File: src/lr_pkg.sv
package lr_pkg;

  localparam int unsigned COORD_W        = 6;
  localparam int unsigned COORD_BITS_DEF = 6;

  typedef enum logic [1:0] {
    ST_IDLE = 2'b01,
    ST_EMIT = 2'b10
  } lr_state_e;

  typedef struct packed {
    logic load;
    logic step;
  } dp_cmd_t;

  typedef struct packed {
    logic last;
  } dp_status_t;

endpackage

File: src/lr_ctrl.sv
module lr_ctrl (
  input  logic               clk_i,
  input  logic               rst_ni,
  input  logic               in_valid_i,
  output logic               in_stall_o,
  output logic               out_valid_o,
  input  logic               out_stall_i,
  input  lr_pkg::dp_status_t status_i,
  output lr_pkg::dp_cmd_t    cmd_o
);
  import lr_pkg::*;

  lr_state_e state_q, state_d;
  logic      in_acc, out_acc;

  assign in_stall_o  = (state_q != ST_IDLE);
  assign out_valid_o = (state_q == ST_EMIT);
  assign in_acc      = in_valid_i && !in_stall_o;
  assign out_acc     = out_valid_o && !out_stall_i;

  always_comb begin
    state_d    = state_q;
    cmd_o.load = 1'b0;
    cmd_o.step = 1'b0;
    unique case (state_q)
      ST_IDLE: begin
        if (in_acc) begin
          cmd_o.load = 1'b1;
          state_d    = ST_EMIT;
        end
      end
      ST_EMIT: begin
        if (out_acc) begin
          if (status_i.last) begin
            state_d = ST_IDLE;
          end else begin
            cmd_o.step = 1'b1;
          end
        end
      end
      default: state_d = ST_IDLE;
    endcase
  end

  always_ff @(posedge clk_i or negedge rst_ni) begin
    if (!rst_ni) begin
      state_q <= ST_IDLE;
    end else begin
      state_q <= state_d;
    end
  end

  // a taken command always shows its first pixel next cycle
  a_load_emits: assert property (@(posedge clk_i) disable iff (!rst_ni)
    in_acc |=> out_valid_o)
    else $error("no pixel after command");

  // the final pixel of a run returns the controller to idle
  a_last_idles: assert property (@(posedge clk_i) disable iff (!rst_ni)
    (out_acc && status_i.last) |=> (state_q == ST_IDLE))
    else $error("run did not end on last pixel");

  // no request is taken while a run is in progress
  a_busy_stalls: assert property (@(posedge clk_i) disable iff (!rst_ni)
    out_valid_o |-> in_stall_o)
    else $error("request open during run");

endmodule

File: src/lr_dp.sv
module lr_dp #(
  parameter int unsigned COORD_BITS = lr_pkg::COORD_BITS_DEF
) (
  input  logic                       clk_i,
  input  logic                       rst_ni,
  input  lr_pkg::dp_cmd_t            cmd_i,
  output lr_pkg::dp_status_t         status_o,
  input  logic [lr_pkg::COORD_W-1:0] x_start_i,
  input  logic [lr_pkg::COORD_W-1:0] y_start_i,
  input  logic [lr_pkg::COORD_W-1:0] x_end_i,
  input  logic [lr_pkg::COORD_W-1:0] y_end_i,
  output logic [lr_pkg::COORD_W-1:0] pixel_x_o,
  output logic [lr_pkg::COORD_W-1:0] pixel_y_o,
  output logic                       last_pixel_o,
  output logic                       bad_direction_o
);
  import lr_pkg::*;

  localparam int unsigned CW = COORD_BITS;
  localparam int unsigned EW = COORD_BITS + 2;

  logic [CW-1:0] xs, ys, xe, ye, dx, dy, dmaj, dmin;
  logic          bad, steep, minor_step;
  logic [EW-1:0] err_init;

  logic [CW-1:0] cur_x_q, cur_x_d, cur_y_q, cur_y_d;
  logic [CW-1:0] steps_q, steps_d, dmaj_q, dmaj_d, dmin_q, dmin_d;
  logic [EW-1:0] err_q, err_d;
  logic          steep_q, steep_d, bad_q, bad_d;

  // command decode
  assign xs       = x_start_i[CW-1:0];
  assign ys       = y_start_i[CW-1:0];
  assign xe       = x_end_i[CW-1:0];
  assign ye       = y_end_i[CW-1:0];
  assign bad      = (xe < xs) || (ye < ys);
  assign dx       = xe - xs;
  assign dy       = ye - ys;
  assign steep    = (dy > dx);
  assign dmaj     = steep ? dy : dx;
  assign dmin     = steep ? dx : dy;
  assign err_init = {1'b0, dmin, 1'b0} - {2'b00, dmaj};

  assign minor_step = ~err_q[EW-1];

  always_comb begin
    cur_x_d = cur_x_q;
    cur_y_d = cur_y_q;
    steps_d = steps_q;
    dmaj_d  = dmaj_q;
    dmin_d  = dmin_q;
    err_d   = err_q;
    steep_d = steep_q;
    bad_d   = bad_q;
    if (cmd_i.load) begin
      cur_x_d = xs;
      cur_y_d = ys;
      bad_d   = bad;
      if (bad) begin
        steps_d = '0;
      end else begin
        steps_d = dmaj;
        dmaj_d  = dmaj;
        dmin_d  = dmin;
        err_d   = err_init;
        steep_d = steep;
      end
    end else if (cmd_i.step) begin
      if (steep_q) begin
        cur_y_d = cur_y_q + 1'b1;
        cur_x_d = cur_x_q + CW'(minor_step);
      end else begin
        cur_x_d = cur_x_q + 1'b1;
        cur_y_d = cur_y_q + CW'(minor_step);
      end
      err_d   = err_q + {1'b0, dmin_q, 1'b0}
                - (minor_step ? {1'b0, dmaj_q, 1'b0} : {EW{1'b0}});
      steps_d = steps_q - 1'b1;
    end
  end

  always_ff @(posedge clk_i or negedge rst_ni) begin
    if (!rst_ni) begin
      cur_x_q <= '0;
      cur_y_q <= '0;
      steps_q <= '0;
      dmaj_q  <= '0;
      dmin_q  <= '0;
      err_q   <= '0;
      steep_q <= 1'b0;
      bad_q   <= 1'b0;
    end else begin
      cur_x_q <= cur_x_d;
      cur_y_q <= cur_y_d;
      steps_q <= steps_d;
      dmaj_q  <= dmaj_d;
      dmin_q  <= dmin_d;
      err_q   <= err_d;
      steep_q <= steep_d;
      bad_q   <= bad_d;
    end
  end

  assign status_o.last   = bad_q || (steps_q == '0);
  assign pixel_x_o       = COORD_W'(cur_x_q);
  assign pixel_y_o       = COORD_W'(cur_y_q);
  assign last_pixel_o    = status_o.last;
  assign bad_direction_o = bad_q;

  // each step advances the major axis by exactly one
  a_major_step: assert property (@(posedge clk_i) disable iff (!rst_ni)
    cmd_i.step |=> (steep_q ? (cur_y_q == $past(cur_y_q) + 1'b1)
                            : (cur_x_q == $past(cur_x_q) + 1'b1)))
    else $error("major axis did not advance");

  // a rejected command is a single final result
  a_bad_single: assert property (@(posedge clk_i) disable iff (!rst_ni)
    (cmd_i.load && bad) |=> (status_o.last && bad_direction_o))
    else $error("rejected command not single");

  // without a command the position holds
  a_hold_pos: assert property (@(posedge clk_i) disable iff (!rst_ni)
    !(cmd_i.load || cmd_i.step) |=> ($stable(cur_x_q) && $stable(cur_y_q)))
    else $error("position moved without command");

endmodule

File: src/line_rasterizer_core.sv
// channel   dir  handshake                 payload
// command   in   in_valid_i / in_stall_o   x_start_i y_start_i x_end_i y_end_i
// pixel     out  out_valid_o / out_stall_i pixel_x_o pixel_y_o last_pixel_o
//                                          bad_direction_o
//
// a command is taken only when idle; its first pixel shows the next cycle
// one pixel per cycle after that while out_stall_i is low; the cycle after the last
// pixel is idle and takes the next command
// the step loop is one update of the error term and position per pixel
// rst_ni clears the controller to idle, asynchronously
// out_stall_i holds the current pixel and stalls the step loop
module line_rasterizer_core #(
  parameter int unsigned COORD_BITS = lr_pkg::COORD_BITS_DEF
) (
  input  logic                       clk_i,
  input  logic                       rst_ni,
  input  logic                       in_valid_i,
  output logic                       in_stall_o,
  input  logic [lr_pkg::COORD_W-1:0] x_start_i,
  input  logic [lr_pkg::COORD_W-1:0] y_start_i,
  input  logic [lr_pkg::COORD_W-1:0] x_end_i,
  input  logic [lr_pkg::COORD_W-1:0] y_end_i,
  output logic                       out_valid_o,
  input  logic                       out_stall_i,
  output logic [lr_pkg::COORD_W-1:0] pixel_x_o,
  output logic [lr_pkg::COORD_W-1:0] pixel_y_o,
  output logic                       last_pixel_o,
  output logic                       bad_direction_o
);
  import lr_pkg::*;

  dp_cmd_t    cmd;
  dp_status_t status;

  lr_ctrl u_ctrl (
    .clk_i       (clk_i),
    .rst_ni      (rst_ni),
    .in_valid_i  (in_valid_i),
    .in_stall_o  (in_stall_o),
    .out_valid_o (out_valid_o),
    .out_stall_i (out_stall_i),
    .status_i    (status),
    .cmd_o       (cmd)
  );

  lr_dp #(
    .COORD_BITS (COORD_BITS)
  ) u_dp (
    .clk_i           (clk_i),
    .rst_ni          (rst_ni),
    .cmd_i           (cmd),
    .status_o        (status),
    .x_start_i       (x_start_i),
    .y_start_i       (y_start_i),
    .x_end_i         (x_end_i),
    .y_end_i         (y_end_i),
    .pixel_x_o       (pixel_x_o),
    .pixel_y_o       (pixel_y_o),
    .last_pixel_o    (last_pixel_o),
    .bad_direction_o (bad_direction_o)
  );

endmodule
File: config.mk
export PLATFORM = sky130hd
export DESIGN_NAME = line_rasterizer_core
export DESIGN_NICKNAME = d
export VERILOG_FILES = /design/src/lr_pkg.sv /design/src/lr_ctrl.sv /design/src/lr_dp.sv /design/src/line_rasterizer_core.sv
export SDC_FILE = /design/constraint.sdc
export NUM_CORES = 1
export LEC_CHECK = 0
export ABC_AREA = 1
export BUFFER_PORTS_ARGS = -buffer_cell sky130_fd_sc_hd__buf_4
export CORE_MARGIN = 1.5
export CORE_UTILIZATION = 23
export CTS_BUF_LIST = sky130_fd_sc_hd__clkbuf_2 sky130_fd_sc_hd__clkbuf_4 sky130_fd_sc_hd__clkbuf_8
export CTS_CLUSTER_SIZE = 25
export DETAILED_ROUTE_END_ITERATION = 10
export GPL_TIMING_DRIVEN = 0
export MAX_ROUTING_LAYER = met4
export PLACE_DENSITY = 0.42
export SLEW_MARGIN = 0
export SYNTH_ARGS = -nofsm -noshare
export SYNTH_HDL_FRONTEND = slang
export SYNTH_SLANG_ARGS = --single-unit
export TNS_END_PERCENT = 30
File: constraint.sdc
create_clock -name clk_i -period 6.8 [get_ports clk_i]
set_input_delay 2.04 -clock clk_i [delete_from_list [all_inputs] [get_ports clk_i]]
set_output_delay 2.04 -clock clk_i [all_outputs]
set_load 0.01 [all_outputs]
==> metrics.txt, run 1 <==
outcome finished clean; fin crit share 85.5%; Synth Cell Area 0.00351 mm^2; Congestion Overflow GR 0; Syn-to-layout area delta 18.5%; Crit Path Category in2reg; sequential cell area 0.00103 mm^2; CTS max path bufs 2; maximum fanout along the worst path 10; Crit path depth 26; initial antenna violation count 0; syn nets 539; Pleak 2.14 nW; Synth area leader dfrtp_1; Post-DP HPWL 7.83 mm; fill count 1617; layout cell share with drive strength beyond 1 15.4%; setup violators final 0; Hold Path Class reg2reg; fin crit period 5.81 ns; unrepaired setup endpoints after global routing no; cell depth of the worst flop-to-flop path 16; largest net degree at the start of global routing 42; Global Route Usage Sum 12.7%; Die Span X 127 um; Final Max Tran Viols 0; CP startpoint kind primary input; WL per Instance 13.4 um; CTS Root Cell clkbuf_8; post-synth top area share 28.5%; Clock Latency Late Sink 0.30 ns; #FFs+latches synth 41; Syn. warnings 0; CTS tree yes; Clk pin slew, worst setup/hold paths 0.08 ns; hold path depth 2; Finished Layout Cells 704; buffer count from post-CTS setup fixing 0; Mapped Cells 469; CP peak stage delay 0.42 ns; Total Power 1.96 mW; die area 0.0160 mm^2; pwr dens 472 mW/mm^2; vias in the first global route 3131; Post-synth EDFFs 0; Max-slew headroom 56.7%; worst path bufs/invs 7; CP dominant cell by count inv_1; IO Pins 44; maxcap violations 0; VDD IR max 0.146 mV; post_cts resized 0; WP data required 6.96 ns; drt pass-1 iters 4; DRT iter0 DRCs 131; Final GP Congestion 0.805; core area 0.0147 mm^2; fmax 0.172 GHz; Clock Sinks 41; Starting Density 23.9%; # placed instances 696; skew final 0.0138 ns; crit path DAT 5.98 ns; Layout Nets 589; routed via count 3118; total negative slack 0 ns; Post-synth top cells nand2_1, inv_1, dfrtp_1; sequential share of the synthesized area 29.2%; fin util 28.3%; DRT antenna net count 0; Critical-path top delay cell fa_1; final hold vios 0; Core Rows 44; Slew @ Worst Pin 0.650 ns; Via density 4.43; ant diodes 0; # hold bufs at CTS 0; Die Span Y 127 um; Netlist cell types 43; Post-synth ARST share 100%; CTS Buf Count 5; top cell family by delay on the critical path adder cells; most frequent cell after synthesis nand2_1; synth top area cells dfrtp_1, ha_1, nand2_1, inv_1, fa_1; multi-input combinational cell area 0.00209 mm^2; commonest register cell after synthesis dfrtp_1; final wirelength 9.41 mm; DRC 0; global-route wire length before repair 15.7 mm; H-tree levels 2; CP Capture Type flip-flop; Avg Cell Area, Syn 7.49 um^2; number of buffers added on ports 43
-- per-stage QoR --
step | area (um^2) | setup slack, ns | hold slack (ns)
3_3_place_gp | 4070 | 0.738 | 0.466
4_1_cts | 4160 | 1.02 | 0.498
6_report | 4160 | 0.987 | 0.490
5_1_grt | 4160 | 0.610 | 0.543
2_1_floorplan | 3510 | 1.39 | 0.450
3_5_place_dp | 4070 | 0.712 | 0.474
-- per-layer routing --
metal / wire (um) / GRT usage, % / up-vias
met5: 0 / - / -
met4: 197 / 4.39 / 0
met3: 320 / 1.48 / 10
met2: 4360 / 20.3 / 53
met1: 4530 / 16.8 / 1451
li1: - / - / 1604
-- tightest hold or removal path: stages, from the launching register on --
cell	delay (ns)
dfrtp_1	0.35
nand2_1	0.05
o21ai_0	0.06
-- kinds of logic after synthesis --
family                   after synthesis  synth area share (%)
flip-flops                            41                  29.2
AND/OR/NAND/NOR                      182                  24.3
XOR/XNOR                              14                  3.49
AO/OA/AOI/OAI                         90                  14.6
buffers and inverters                100                  11.3
adder cells (fa/ha/maj)               42                  17.1
-- power breakdown --
group          internal, mW  total [mW]  switching, mW
Clock                0.0825       0.176         0.0934
Combinational         0.547        1.35          0.803
Sequential            0.364       0.438         0.0744
-- layout make-up --
type	count	area share (%)
sequential	41	24.7
buffer	10	1.41
multi-input combinational	328	50.2
inverter	90	8.12
tap	184	5.53
timing repair buffer	43	7.75
clock buffer	6	1.98
clock inverter	2	0.331
-- state kept, by name, summed over array words and instances (netlist names) --
name	flops
u_ctrl.state_q	2
u_dp.bad_direction_o	1
u_dp.dmaj_q	6
u_dp.dmin_q	6
u_dp.err_q	7
u_dp.pixel_x_o	6
u_dp.pixel_y_o	6
u_dp.steep_q	1
u_dp.steps_q	6
-- final timing paths --
| path | start | endpoint | slack [ns] |
|---|---|---|---|
| min reg2reg | u_dp.err_q[3] | u_dp.err_q[3] | 0.49 |
| max | y_start_i[2] | u_dp.err_q[4] | 0.99 |
| min in group asynchronous | rst_ni | u_dp.err_q[2] | 1.73 |
| min | u_dp.err_q[3] | u_dp.err_q[3] | 0.49 |
| max in group asynchronous | rst_ni | u_dp.dmin_q[4] | 4.68 |
| max reg2reg | u_dp.err_q[7] | u_dp.err_q[7] | 3.71 |
-- layout by cell type, fill, tap and decap left out, types with 6 or more instances in the layout --
cell type and n:
nand2_1 92, inv_1 87, buf_4 43, dfrtp_1 40, nor2_1 34, o21ai_0 33, ha_1 32, a21oi_1 22
nand3_1 22, fa_1 10, o21ai_1 9, xor2_1 8, nand2_2 7, xnor2_1 6, clkbuf_1 6, a31oi_1 6
clkbuf_8 6
Note: power is estimated with default switching activity, not from simulation.
==> run 2, diff against run 1 <==
--- a/config.mk
+++ b/config.mk
@@ -7,7 +7,6 @@
 export LEC_CHECK = 0
 export ABC_AREA = 1
 export BUFFER_PORTS_ARGS = -buffer_cell sky130_fd_sc_hd__buf_4
-export CORE_MARGIN = 1.5
 export CORE_UTILIZATION = 23
 export CTS_BUF_LIST = sky130_fd_sc_hd__clkbuf_2 sky130_fd_sc_hd__clkbuf_4 sky130_fd_sc_hd__clkbuf_8
 export CTS_CLUSTER_SIZE = 25
==> metrics.txt, run 2 (synthesized netlist as in run 1, its figures left out) <==
Max-slew headroom 55.6% (-1.0 points); global-route wire length before repair 15.9 mm (+1.8%); Congestion Overflow GR 0 (unchanged); final wirelength 9.51 mm (+1.1%); CTS Buf Count 5 (unchanged); Clk pin slew, worst setup/hold paths 0.09 ns (about the same); CP startpoint kind primary input; outcome finished with violations; unrepaired setup endpoints after global routing no; number of flip-flops in the largest register 7 (unchanged); CP Capture Type flip-flop; largest net degree at the start of global routing 42 (unchanged); ant diodes 0 (unchanged); WL per Instance 13.5 um (+1.1%); # hold bufs at CTS 0 (unchanged); DRT iter0 DRCs 140 (+6.9%); fill count 1579 (-2.4%); Clock power frac 10.4% (+1.4 points); initial antenna violation count 0 (unchanged); routed via count 3111 (-0.22%); Core Rows 44 (unchanged); DRT antenna net count 0 (unchanged); fin crit period 5.76 ns (-0.0554 ns); commonest non-fill, non-tap cell in the layout nand2_1; Pleak 2.14 nW (+0.36%); Global Route Usage Sum 13.2% (+0.50 points); fin crit share 84.7% (-0.81 points); net switching fraction of the power 48.7% (-0.67 points); Psw 0.975 mW (+0.41%); Via density 4.42 (-0.22%); Hold Path Class reg2reg; layout cell share with drive strength beyond 1 15.4% (unchanged); die area 0.0158 mm^2 (-1.6%); final hold vios 0 (unchanged); CTS tree yes; Die Span X 126 um (-0.79%); Clock Sinks 41 (unchanged); sequential power share 22.0% (-0.3 points); Post-DP HPWL 7.81 mm (-0.31%); pwr dens 478 mW/mm^2 (+1.3%); Hold WS 0.490 ns (-0.000157 ns); Pint 1.02 mW (+3.1%); Layout Nets 589 (unchanged); total negative slack 0 ns (unchanged); Final GP Congestion 0.820 (+1.9%); drt pass-1 iters 7 (+3); crit path DAT 6.00 ns (+0.02 ns); largest reg by FF count u_dp.err_q; buffer count from post-CTS setup fixing 0 (unchanged); fmax 0.174 GHz (+0.96%); vias in the first global route 3191 (+1.9%); VDD IR max 0.127 mV (-13%); skew final 0.0114 ns (-0.00242 ns); violated checks DRC; IO Pins 44 (unchanged); commonest non-fill, non-tap cells in the layout nand2_1, inv_1, buf_4; Die Span Y 126 um (-0.79%); Crit Path Category in2reg; core area 0.0147 mm^2 (unchanged); Clock Latency Late Sink 0.31 ns (about the same); number of buffers added on ports 43 (unchanged); fin util 28.4% (+0.13 points); setup violators final 0 (unchanged); Syn-to-layout area delta 19.0%; CTS max path bufs 2 (unchanged); WP data required 7.04 ns (+0.08 ns); Final Max Tran Viols 0 (unchanged); post_cts resized 0 (unchanged); DRC 1 (+1); maximum fanout along the worst path 10 (unchanged); Slew @ Worst Pin 0.665 ns (+0.0157 ns); Starting Density 23.9% (unchanged); H-tree levels 2 (unchanged); combinational share of power 67.6% (-1.1 points); maxcap violations 0 (unchanged); CTS Root Cell clkbuf_8
## run 2: cell count changes in the layout (fill, tap and decap cells not counted), sizes merged
cell    before  now
bufinv       0    1
clkinv       3    2
## run 2: final cells by class
type	instances	area (um^2)	area share (%)
multi-input cells	328	2090	50.0
flip-flops and latches	41	1030	24.6
inverters	90	338	8.08
repair buffers	43	323	7.72
well taps	184	230	5.51
clock buffers	6	76.3	1.83
plain buffers	10	58.8	1.41
clock inverters	2	38.8	0.928
## run 2: path summary, 6_finish.rpt
check | depth (start not counted) | endpoint | slack [ns] | start
worst max-delay path | 27 | u_dp.err_q[6] | 1.04 | y_start_i[2]
worst min-delay path | 2 | u_dp.dmaj_q[5] | 0.49 | u_dp.dmaj_q[5]
worst max register to register | 16 | u_dp.err_q[7] | 3.69 | u_dp.err_q[7]
worst min register to register | 2 | u_dp.dmaj_q[5] | 0.49 | u_dp.dmaj_q[5]
max in group asynchronous | 1 | u_ctrl.state_q[0] | 4.69 | rst_ni
min in group asynchronous | 1 | u_dp.dmin_q[4] | 1.72 | rst_ni
## run 2: metal layers
layer	global-route usage (%)	up-vias	wire, um
met4	4.73	0	205
met2	21.4	48	4420
li1	-	1603	-
met3	1.33	11	285
met1	17.2	1449	4600
met5	-	-	0
## run 2: worst max-delay path, cell delays in order
cell     delay, ns
buf_4         0.11
inv_1         0.14
ha_1          0.32
a21oi_1       0.13
and2_1        0.16
xor2_1        0.34
inv_1         0.14
ha_1          0.33
a21o_1        0.18
nand4_1       0.08
nand2_1       0.05
inv_1         0.09
nand2_4       0.08
nand2_4       0.09
buf_8         0.14
buf_6         0.14
nand2_1       0.05
o21ai_1       0.17
inv_1         0.11
fa_1          0.42
nor2_1        0.14
o21ai_0       0.08
nand2_1       0.10
nand2_1       0.08
nand3_1       0.08
nand3_1       0.08
a21oi_1       0.13
## run 2: through the flow
stage          instances  power (mW)  cell area [um^2]  worst slack [ns]
2_1_floorplan        469        1.44              3510              1.39
3_3_place_gp         696        1.78              4070             0.735
3_5_place_dp         696        1.80              4070             0.689
4_1_cts              704        2.02              4180              1.00
5_1_grt              704        2.25              4180             0.534
6_report             704        2.00              4180              1.04
## run 2: power by group through the flow
| stage | logic, mW | registers [mW] | clock network, mW |
|---|---|---|---|
| after floorplan | 0.995 | 0.445 | 0 |
| after global placement | 1.33 | 0.444 | 0 |
| after detailed placement | 1.36 | 0.446 | 0 |
| after CTS | 1.37 | 0.441 | 0.213 |
| after global routing | 1.57 | 0.458 | 0.221 |
| final | 1.35 | 0.440 | 0.207 |
